## src/hdl/atl_pkg.sv

```systemverilog
// ----------------------------------------------------------------------------
// Assembler token lexer package
// Shared types, constants and character helpers for the lexer block.
// ----------------------------------------------------------------------------
package atl_pkg;

  localparam int LENGTH_BITS = 12;
  localparam int LINE_BITS   = 16;
  localparam int CHAR_BITS   = 8;

  localparam logic [LENGTH_BITS-1:0] LENGTH_MAX = {LENGTH_BITS{1'b1}};
  localparam logic [LINE_BITS-1:0]   LINE_MAX   = {LINE_BITS{1'b1}};

  // Record queue between the lexer front and the output side.
  localparam int QUEUE_DEPTH = 8;
  localparam int QPTR_BITS   = $clog2(QUEUE_DEPTH);
  localparam int QCNT_BITS   = $clog2(QUEUE_DEPTH + 1);

  // Output stream packing: value_char, token_length, start_line,
  // start_column and error_code in tdata; kind and flags in tuser.
  localparam int PAYLOAD_BITS = CHAR_BITS + LENGTH_BITS + LINE_BITS + LENGTH_BITS + 2;
  localparam int TDATA_BITS   = ((PAYLOAD_BITS + 7) / 8) * 8;
  localparam int TUSER_BITS   = 5;

  localparam logic [CHAR_BITS-1:0] CH_NUL    = 8'h00;
  localparam logic [CHAR_BITS-1:0] CH_TAB    = 8'h09;
  localparam logic [CHAR_BITS-1:0] CH_LF     = 8'h0A;
  localparam logic [CHAR_BITS-1:0] CH_CR     = 8'h0D;
  localparam logic [CHAR_BITS-1:0] CH_SPACE  = 8'h20;
  localparam logic [CHAR_BITS-1:0] CH_BANG   = 8'h21;
  localparam logic [CHAR_BITS-1:0] CH_QUOTE  = 8'h22;
  localparam logic [CHAR_BITS-1:0] CH_HASH   = 8'h23;
  localparam logic [CHAR_BITS-1:0] CH_MINUS  = 8'h2D;
  localparam logic [CHAR_BITS-1:0] CH_DOT    = 8'h2E;
  localparam logic [CHAR_BITS-1:0] CH_SEMI   = 8'h3B;
  localparam logic [CHAR_BITS-1:0] CH_AT     = 8'h40;
  localparam logic [CHAR_BITS-1:0] CH_BSLASH = 8'h5C;
  localparam logic [CHAR_BITS-1:0] CH_UNDER  = 8'h5F;

  typedef enum logic [3:0] {
    MODE_IDLE,
    MODE_COMMENT,
    MODE_MINUS,
    MODE_NUM,
    MODE_INST,
    MODE_LABEL,
    MODE_REG,
    MODE_STR,
    MODE_ESC,
    MODE_DONE,
    MODE_HALT
  } lex_mode_t;

  typedef enum logic [2:0] {
    KIND_NONE,
    KIND_INT,
    KIND_FLOAT,
    KIND_STRING,
    KIND_LABEL,
    KIND_REGISTER,
    KIND_INSTRUCTION,
    KIND_EOF
  } token_kind_t;

  typedef enum logic [1:0] {
    ERR_UNKNOWN_CHAR,
    ERR_NUMBER_FORMAT,
    ERR_UNTERMINATED
  } error_code_t;

  typedef struct packed {
    token_kind_t             token_kind;
    logic [CHAR_BITS-1:0]    value_char;
    logic                    char_valid;
    logic                    token_end;
    logic [LENGTH_BITS-1:0]  token_length;
    logic [LINE_BITS-1:0]    start_line;
    logic [LENGTH_BITS-1:0]  start_column;
    logic                    error_valid;
    error_code_t             error_code;
  } lex_rec_t;

  // Up to two records produced by one source character, in order.
  typedef struct packed {
    logic [1:0] count;
    lex_rec_t   first;
    lex_rec_t   second;
  } rec_push_t;

  typedef struct packed {
    logic                 hit;
    logic [CHAR_BITS-1:0] code;
  } esc_t;

  function automatic logic is_digit(logic [CHAR_BITS-1:0] c);
    return (c >= 8'h30) && (c <= 8'h39);
  endfunction

  function automatic logic is_ident(logic [CHAR_BITS-1:0] c);
    return ((c >= 8'h61) && (c <= 8'h7A)) || ((c >= 8'h41) && (c <= 8'h5A)) ||
           (c == CH_UNDER) || is_digit(c);
  endfunction

  // C-style escape letters and the byte each one stands for.
  function automatic esc_t escape_lookup(logic [CHAR_BITS-1:0] c);
    esc_t e;
    e.hit = 1'b1;
    case (c)
      8'h6E:   e.code = 8'h0A; // n
      8'h74:   e.code = 8'h09; // t
      8'h72:   e.code = 8'h0D; // r
      8'h61:   e.code = 8'h07; // a
      8'h62:   e.code = 8'h08; // b
      8'h66:   e.code = 8'h0C; // f
      8'h76:   e.code = 8'h0B; // v
      8'h30:   e.code = 8'h00; // 0
      8'h3F:   e.code = 8'h3F; // ?
      8'h5C:   e.code = 8'h5C; // backslash
      8'h22:   e.code = 8'h22; // double quote
      8'h27:   e.code = 8'h27; // single quote
      default: begin
        e.hit  = 1'b0;
        e.code = 8'h00;
      end
    endcase
    return e;
  endfunction

  // Saturating length add of one or two characters.
  function automatic logic [LENGTH_BITS-1:0] length_add(logic [LENGTH_BITS-1:0] len,
                                                        logic two);
    logic [LENGTH_BITS:0] sum;
    sum = {1'b0, len} + (two ? (LENGTH_BITS+1)'(2) : (LENGTH_BITS+1)'(1));
    return (sum > {1'b0, LENGTH_MAX}) ? LENGTH_MAX : sum[LENGTH_BITS-1:0];
  endfunction

endpackage

```

## src/hdl/assembler_token_lexer_unit.sv

```systemverilog
// ----------------------------------------------------------------------------
// Assembler token lexer unit
// Streams source characters in and token character, token end and error
// records out.
// ----------------------------------------------------------------------------
// One source byte is taken per cycle whenever the record queue has at least
// two free entries, so an uninterrupted stream runs at one byte per clock.
// Each byte yields zero, one or two records; the output side delivers one
// record per clock while the sink is ready. Input ready drops when the
// eight-entry queue holds more than six records, which happens only when
// records arrive faster than the sink takes them: when the sink stalls, or
// when bytes that yield two records (a token end and the next token's first
// record, a minus and its digit, or an unknown escape) come back to back.
// A byte's records reach the output behind older ones. After an error or the
// end-of-file token the block takes bytes but gives no records until reset.
module assembler_token_lexer_unit (
  input  logic                             clk,
  input  logic                             rst,
  input  logic                             s_axis_tvalid,
  output logic                             s_axis_tready,
  input  logic [7:0]                       s_axis_tdata,  // character
  output logic                             m_axis_tvalid,
  input  logic                             m_axis_tready,
  // value_char, token_length, start_line, start_column, error_code, zero pad
  output logic [atl_pkg::TDATA_BITS-1:0]   m_axis_tdata,
  // token_kind, char_valid, error_valid
  output logic [atl_pkg::TUSER_BITS-1:0]   m_axis_tuser,
  output logic                             m_axis_tlast   // token_end
);
  import atl_pkg::*;

  rec_push_t push;
  lex_rec_t  out_rec;
  logic      room;
  logic      accept;

  assign s_axis_tready = room;
  assign accept        = s_axis_tvalid && room;

  atl_front u_front (
    .clk       (clk),
    .rst       (rst),
    .accept    (accept),
    .character (s_axis_tdata),
    .push      (push)
  );

  atl_back u_back (
    .clk       (clk),
    .rst       (rst),
    .push      (push),
    .room      (room),
    .out_rec   (out_rec),
    .out_valid (m_axis_tvalid),
    .out_ready (m_axis_tready)
  );

  assign m_axis_tdata = TDATA_BITS'({out_rec.error_code, out_rec.start_column,
                                     out_rec.start_line, out_rec.token_length,
                                     out_rec.value_char});
  assign m_axis_tuser = {out_rec.error_valid, out_rec.char_valid, out_rec.token_kind};
  assign m_axis_tlast = out_rec.token_end;

`ifndef ASSERT_OFF
  // Records enter the queue only for an accepted input item.
  a_push_needs_accept: assert property (@(posedge clk) disable iff (rst)
    (push.count != 2'd0) |-> (s_axis_tvalid && s_axis_tready))
    else $error("records pushed without an accepted item");

  // An error record carries no token kind, character or end mark.
  a_error_record_clean: assert property (@(posedge clk) disable iff (rst)
    (m_axis_tvalid && out_rec.error_valid) |->
      (out_rec.token_kind == KIND_NONE && !out_rec.token_end && !out_rec.char_valid))
    else $error("error record mixed with token fields");

  // A token end record never doubles as a character record.
  a_end_not_char: assert property (@(posedge clk) disable iff (rst)
    (m_axis_tvalid && m_axis_tlast) |->
      (!out_rec.char_valid && out_rec.token_kind != KIND_NONE))
    else $error("token end record malformed");
`endif

endmodule

```

## src/hdl/atl_front.sv

```systemverilog
// ----------------------------------------------------------------------------
// Assembler token lexer front
// Classifies each accepted character, tracks the lexer mode and source
// position, and produces up to two records per character.
// ----------------------------------------------------------------------------
module atl_front (
  input  logic                           clk,
  input  logic                           rst,
  input  logic                           accept,
  input  logic [atl_pkg::CHAR_BITS-1:0]  character,
  output atl_pkg::rec_push_t             push
);
  import atl_pkg::*;

  lex_mode_t              mode, mode_next;
  logic                   dot_seen, dot_seen_next;
  logic [LENGTH_BITS-1:0] length_count, length_count_next;
  logic [LINE_BITS-1:0]   line_count, line_count_next;
  logic [LENGTH_BITS-1:0] column_count, column_count_next;
  logic [LINE_BITS-1:0]   token_line, token_line_next;
  logic [LENGTH_BITS-1:0] token_column, token_column_next;

  function automatic lex_rec_t mk_char(logic [CHAR_BITS-1:0] ch, logic [LINE_BITS-1:0] ln,
                                       logic [LENGTH_BITS-1:0] col);
    lex_rec_t r;
    r            = '0;
    r.value_char = ch;
    r.char_valid = 1'b1;
    r.start_line = ln;
    r.start_column = col;
    return r;
  endfunction

  function automatic lex_rec_t mk_end(token_kind_t kind, logic [LENGTH_BITS-1:0] len,
                                      logic [LINE_BITS-1:0] ln,
                                      logic [LENGTH_BITS-1:0] col);
    lex_rec_t r;
    r              = '0;
    r.token_kind   = kind;
    r.token_end    = 1'b1;
    r.token_length = len;
    r.start_line   = ln;
    r.start_column = col;
    return r;
  endfunction

  function automatic lex_rec_t mk_err(error_code_t code, logic [LINE_BITS-1:0] ln,
                                      logic [LENGTH_BITS-1:0] col);
    lex_rec_t r;
    r              = '0;
    r.error_valid  = 1'b1;
    r.error_code   = code;
    r.start_line   = ln;
    r.start_column = col;
    return r;
  endfunction

  lex_rec_t r0, r1, srec;
  logic     v0, v1, svalid, do_start;
  esc_t     esc;

  assign esc = escape_lookup(character);

  always_comb begin
    mode_next         = mode;
    dot_seen_next     = dot_seen;
    length_count_next = length_count;
    line_count_next   = line_count;
    column_count_next = column_count;
    token_line_next   = token_line;
    token_column_next = token_column;
    r0       = '0;
    r1       = '0;
    v0       = 1'b0;
    v1       = 1'b0;
    srec     = '0;
    svalid   = 1'b0;
    do_start = 1'b0;

    unique case (mode)
      MODE_COMMENT: begin
        if (character == CH_NUL) begin
          do_start = 1'b1;
        end else if (character == CH_LF) begin
          mode_next = MODE_IDLE;
        end
      end
      MODE_MINUS: begin
        if (is_digit(character)) begin
          r0 = mk_char(CH_MINUS, token_line, token_column);
          r1 = mk_char(character, token_line, token_column);
          v0 = 1'b1;
          v1 = 1'b1;
          length_count_next = length_add(length_count, 1'b1);
          mode_next = MODE_NUM;
        end else begin
          r0 = mk_err(ERR_NUMBER_FORMAT, token_line, token_column);
          v0 = 1'b1;
          mode_next = MODE_HALT;
        end
      end
      MODE_NUM: begin
        if (is_digit(character) || (character == CH_DOT && !dot_seen)) begin
          if (character == CH_DOT) begin
            dot_seen_next = 1'b1;
          end
          r0 = mk_char(character, token_line, token_column);
          v0 = 1'b1;
          length_count_next = length_add(length_count, 1'b0);
        end else begin
          r0 = mk_end(dot_seen ? KIND_FLOAT : KIND_INT, length_count, token_line,
                      token_column);
          v0 = 1'b1;
          do_start = 1'b1;
        end
      end
      MODE_INST, MODE_LABEL: begin
        if (is_ident(character)) begin
          r0 = mk_char(character, token_line, token_column);
          v0 = 1'b1;
          length_count_next = length_add(length_count, 1'b0);
        end else begin
          r0 = mk_end((mode == MODE_INST) ? KIND_INSTRUCTION : KIND_LABEL, length_count,
                      token_line, token_column);
          v0 = 1'b1;
          do_start = 1'b1;
        end
      end
      MODE_REG: begin
        if (is_digit(character)) begin
          r0 = mk_char(character, token_line, token_column);
          v0 = 1'b1;
          length_count_next = length_add(length_count, 1'b0);
        end else begin
          r0 = mk_end(KIND_REGISTER, length_count, token_line, token_column);
          v0 = 1'b1;
          do_start = 1'b1;
        end
      end
      MODE_STR: begin
        if (character == CH_QUOTE) begin
          r0 = mk_end(KIND_STRING, length_count, token_line, token_column);
          v0 = 1'b1;
          mode_next = MODE_IDLE;
        end else if (character == CH_NUL) begin
          r0 = mk_err(ERR_UNTERMINATED, token_line, token_column);
          v0 = 1'b1;
          mode_next = MODE_HALT;
        end else if (character == CH_BSLASH) begin
          mode_next = MODE_ESC;
        end else begin
          r0 = mk_char(character, token_line, token_column);
          v0 = 1'b1;
          length_count_next = length_add(length_count, 1'b0);
        end
      end
      MODE_ESC: begin
        if (character == CH_NUL) begin
          r0 = mk_err(ERR_UNTERMINATED, token_line, token_column);
          v0 = 1'b1;
          mode_next = MODE_HALT;
        end else if (esc.hit) begin
          r0 = mk_char(esc.code, token_line, token_column);
          v0 = 1'b1;
          length_count_next = length_add(length_count, 1'b0);
          mode_next = MODE_STR;
        end else begin
          // An unknown escape keeps its backslash.
          r0 = mk_char(CH_BSLASH, token_line, token_column);
          r1 = mk_char(character, token_line, token_column);
          v0 = 1'b1;
          v1 = 1'b1;
          length_count_next = length_add(length_count, 1'b1);
          mode_next = MODE_STR;
        end
      end
      MODE_DONE, MODE_HALT: begin
        mode_next = mode;
      end
      default: begin
        do_start = 1'b1;
      end
    endcase

    // A terminating character is taken again as the start of what follows.
    if (do_start) begin
      token_line_next   = line_count;
      token_column_next = column_count;
      length_count_next = '0;
      dot_seen_next     = 1'b0;
      unique case (character) inside
        CH_NUL: begin
          srec      = mk_end(KIND_EOF, '0, line_count, column_count);
          svalid    = 1'b1;
          mode_next = MODE_DONE;
        end
        CH_SPACE, CH_LF, CH_CR, CH_TAB: mode_next = MODE_IDLE;
        CH_SEMI:  mode_next = MODE_COMMENT;
        CH_MINUS: mode_next = MODE_MINUS;
        CH_BANG:  mode_next = MODE_INST;
        CH_HASH:  mode_next = MODE_LABEL;
        CH_AT:    mode_next = MODE_REG;
        CH_QUOTE: mode_next = MODE_STR;
        default: begin
          if (is_digit(character)) begin
            srec              = mk_char(character, line_count, column_count);
            svalid            = 1'b1;
            length_count_next = LENGTH_BITS'(1);
            mode_next         = MODE_NUM;
          end else begin
            srec      = mk_err(ERR_UNKNOWN_CHAR, line_count, column_count);
            svalid    = 1'b1;
            mode_next = MODE_HALT;
          end
        end
      endcase
      if (v0) begin
        r1 = srec;
        v1 = svalid;
      end else begin
        r0 = srec;
        v0 = svalid;
      end
    end

    if (mode != MODE_DONE && mode != MODE_HALT && character != CH_NUL) begin
      if (character == CH_LF) begin
        line_count_next   = (line_count == LINE_MAX) ? line_count : line_count + 1'b1;
        column_count_next = LENGTH_BITS'(1);
      end else if (column_count != LENGTH_MAX) begin
        column_count_next = column_count + 1'b1;
      end
    end
  end

  always_comb begin
    push.first  = r0;
    push.second = r1;
    push.count  = accept ? {v1, v0 & ~v1} : 2'd0;
  end

  always_ff @(posedge clk) begin
    if (rst) begin
      mode         <= MODE_IDLE;
      dot_seen     <= 1'b0;
      length_count <= '0;
      line_count   <= LINE_BITS'(1);
      column_count <= LENGTH_BITS'(1);
      token_line   <= LINE_BITS'(1);
      token_column <= LENGTH_BITS'(1);
    end else if (accept) begin
      mode         <= mode_next;
      dot_seen     <= dot_seen_next;
      length_count <= length_count_next;
      line_count   <= line_count_next;
      column_count <= column_count_next;
      token_line   <= token_line_next;
      token_column <= token_column_next;
    end
  end

endmodule

```

## src/hdl/atl_back.sv

```systemverilog
// ----------------------------------------------------------------------------
// Assembler token lexer back end
// Record queue that takes up to two records a cycle from the front and
// hands one record a cycle to the output stream while it is ready.
// ----------------------------------------------------------------------------
module atl_back (
  input  logic                clk,
  input  logic                rst,
  input  atl_pkg::rec_push_t  push,
  output logic                room,
  output atl_pkg::lex_rec_t   out_rec,
  output logic                out_valid,
  input  logic                out_ready
);
  import atl_pkg::*;

  lex_rec_t             mem [QUEUE_DEPTH];
  logic [QPTR_BITS-1:0] wr_ptr, rd_ptr;
  logic [QCNT_BITS-1:0] count, count_next;
  logic                 pop;

  assign out_valid  = (count != '0);
  assign pop        = out_valid && out_ready;
  assign out_rec    = mem[rd_ptr];
  // Room is judged on the registered fill so ready never waits on the sink.
  assign room       = (count <= QCNT_BITS'(QUEUE_DEPTH - 2));
  assign count_next = count + QCNT_BITS'(push.count) - QCNT_BITS'(pop);

  always_ff @(posedge clk) begin
    if (push.count != 2'd0) begin
      mem[wr_ptr] <= push.first;
    end
    if (push.count == 2'd2) begin
      mem[wr_ptr + QPTR_BITS'(1)] <= push.second;
    end
  end

  always_ff @(posedge clk) begin
    if (rst) begin
      wr_ptr <= '0;
      rd_ptr <= '0;
      count  <= '0;
    end else begin
      wr_ptr <= wr_ptr + QPTR_BITS'(push.count);
      rd_ptr <= rd_ptr + QPTR_BITS'(pop);
      count  <= count_next;
    end
  end

endmodule
```

## config.mk

```make
export PLATFORM = sky130hd
export DESIGN_NAME = assembler_token_lexer_unit
export DESIGN_NICKNAME = d
export VERILOG_FILES = /design/src/hdl/atl_pkg.sv /design/src/hdl/assembler_token_lexer_unit.sv /design/src/hdl/atl_front.sv /design/src/hdl/atl_back.sv
export SDC_FILE = /design/constraint.sdc
export NUM_CORES = 1
export LEC_CHECK = 0
export ABC_AREA = 1
export BUFFER_PORTS_ARGS = -buffer_cell sky130_fd_sc_hd__buf_2
export CORE_UTILIZATION = 57
export CTS_CLUSTER_SIZE = 30
export DETAILED_ROUTE_END_ITERATION = 7
export PLACE_DENSITY = 0.79
export RECOVER_POWER = 100
export SYNTH_ARGS = -nofsm -noshare
export SYNTH_HDL_FRONTEND = slang
export SYNTH_SLANG_ARGS = --single-unit
```

## constraint.sdc

```tcl
create_clock -name clk -period 3.9 [get_ports clk]
set_input_delay 0.78 -clock clk [delete_from_list [all_inputs] [get_ports clk]]
set_output_delay 0.78 -clock clk [all_outputs]
set_load 0.005 [all_outputs]
```

==> impl_metrics.toml <==
[routing]
firstDrtPassIters = 7
routed.top_layer = "met5"
totalWireLength_um = 89000
drt_iter0_markers = 3589
dr_wl_met2_um = 38800
num_vias = 26875
ant_nets = 0
route.layer.met1.wl_um = 34400
drc = 0
wl_met3_um = 11900
vias_per_cell = 6.31
wl_per_cell_um = 20.9

[sta]
worst_slew_pin_slew_ps = 1350
setup_viol = 0
relSlewSlack_pct = 10.1
fmax_ghz = 0.266
whs_ps = 479
setup-tns-final_ps = 0
slew_violations = 0
skew_ps = 28.3
post-route-period-util_pct = 96.4
hold_viol = 0
rsz0062_at_grt = "no"
min_period_ps = 3760

[floorplanning]
initial_utilization_pct = 58.1
fp.dieH_um = 226
dieArea_um2 = 51000
core_um2 = 49200
fp-row-count = 81
ios = 76
die_w_um = 226

[setup_path]
crit_buf_inv = 2
crit_family = "flip-flops"
crit_path_end_kind = "output pin"
cp.arrival_ps = 2980
startpoint = "u_back.rd_ptr[1]"
cp.required_ps = 3120
startpoint_type = "flip-flop"
cp_slowest_cell = "dfxtp_4"
worstPathMaxFanout = 44
criticalPathCategory = "flip-flop to output pin"
ff2ff_path_depth = 11
rrSetupSlack_ps = 210
reg2reg_from = "u_back.count[3]"
critical_path.cell_chain = "buf_4, o21ai_0, o22ai_1, nor2_1, a31oi_1, clkbuf_1"
cp.depth = 6
crit_path_max_incr_delay_ps = 760

[clocking]
clockBufferDepth = 3
cts_max_level = 2
postCtsSetupBuffers = 0
hold_buffers = 0
clk_pin_slew_ps = 60
cts-root-buf = "clkbuf_16"
cts_tree = "yes"
clock_latency_ps = 640
numCtsBuffers = 55
clkSinkCount = 531
post_cts_resized = 0

[finish]
drive_gt1_share_pct = 8.51
area.growth.synth_to_final_pct = 8.90
final_nets = 3582
register_area_um2 = 14000
final_core_util_pct = 63.3
n_fill_cell = 4203
multi_input_area_um2 = 12400
final_area_um2 = 31100
finalNonFillerCells = 4262

[place]
dp_hpwl_um = 53100
port-buffer-count = 69
placed_cell_area_um2 = 29600
dp.cells = 4157
gp_congestion = 0.972

[power_and_ir_drop]
combPwrFrac_pct = 37.1
seqPwrFrac_pct = 36.3
p_sw_share_pct = 41.1
ir_drop_mv = 0.553
power.net_switching_uw = 8290
power_frac_clock_pct = 26.6
internal-power_uw = 11900
power_density_nw_per_um2 = 649
static-leakage-power_uw = 0.0111

[global_routing]
grt_first_pass_wirelength_um = 137000
grt_max_degree = 149
grtUsageTotal_pct = 34.7
grt_pass1_vias = 25074
grt_overflow = 0
antenna_found_initial = 1

[yosys]
synth-async-reset-ratio_pct = 0
synth-edff-count = 336
synthCells = 3592
synth_area_leaders = "edfxtp_1 (35%), dfxtp_1 (14%), nand3_1 (8.1%)"
synth_most_common_cell = "nor2_1"
synth.cells.most_frequent = "nor2_1 (567), nand3_1 (463), nand2_1 (413)"
netlist_area_um2 = 28600
ys.flop_type = "edfxtp_1"
synth_top_area_cell = "edfxtp_1"
synth.avg_cell_area_um2 = 7.96
yosys_warnings = 0
synth.distinct_cells = 48
ys_seq_area_share_pct = 49.0
synth-seq-cells = 531
synth_top_area_share_pct = 35.3

[job]
drv_cap = 0

[hold_path]
hp-class = "flip-flop to flip-flop"
min-delay-start = "u_back.mem[5][34]"
min_path_cells = 2

[status]
status = "finished, final reports clean"
-- logic make-up (layout without fill, tap and decap cells) --
kind of cell	after synthesis	after routing	share of synthesized area (%)
compound gates	939	939	17.7
fa+ha+maj	20	20	0.928
xor+xnor	24	24	0.735
buf+inv	518	518	7.87
other cells	1	7	0.0131
flops	531	531	49.0
simple gates	1559	1559	23.8
-- routing by layer --
| layer | up-vias | track usage (%) |
|---|---|---|
| met2 | 1834 | 53.5 |
| met4 | 4 | 15.5 |
| met1 | 12331 | 45.7 |
| li1 | 12364 | - |
| met3 | 342 | 9.20 |
| met5 | - | 1.76 |
-- metrics by stage --
step / power [µW] / setup WS [ps]
floorplan: 12100 / 166
global placement: 14800 / 278
detailed placement: 14900 / 235
CTS: 20200 / 234
global route: 21000 / 47.4
finish: 20200 / 142
-- placed cells by master, fill, tap and decap left out, types with 21 or more instances in the layout --
master     Yosys  routed
a21oi_1      102     103
a31oi_1       56      57
buf_2         76      21
buf_4         17      68
clkbuf_1     149      53
clkbuf_16      0      56
dfxtp_1      195     193
edfxtp_1     336     336
inv_1        216     216
nand2_1      413     412
nand3_1      463     468
nand4_1       52      52
nor2_1       567     559
o21ai_0      389     624
o21ai_1      270      35
o22ai_1       62      62
-- path summary, 6_finish.rpt --
check                            to
setup / recovery    m_axis_tdata[8]
hold / removal    u_back.mem[5][34]
setup reg to reg  u_back.mem[1][52]
hold reg to reg   u_back.mem[5][34]
-- power groups by stage --
stage	combinational [µW]	sequential, µW	clock, µW
floorplan	4870	7270	0
global placement	7400	7390	0
detailed placement	7500	7430	0
CTS	7530	7310	5370
global route	8060	7400	5580
finish	7490	7330	5360
-- final cells by class --
cell class,instances,area share [%]
antenna,1,0.00804
clock buffer,77,5.09
clock inverter,27,0.828
inverter,240,2.92
multi-input combinational,2548,39.8
sequential,531,45.0
tap,664,2.67
timing repair buffer,174,3.67
-- state kept, by name, summed over array words and instances, names as in the netlist --
signal,count
u_back.count,4
u_back.mem,448
u_back.rd_ptr,3
u_back.wr_ptr,3
u_front.column_count,12
u_front.dot_seen,1
u_front.length_count,12
u_front.line_count,16
u_front.mode,4
u_front.token_column,12
u_front.token_line,16
-- tightest hold or removal path: stages, from the launching register on --
cell     delay (ps)
dfxtp_1         310
nand3_1          70
o21ai_1          60
No activity file was read; power rests on OpenSTA's default activity.
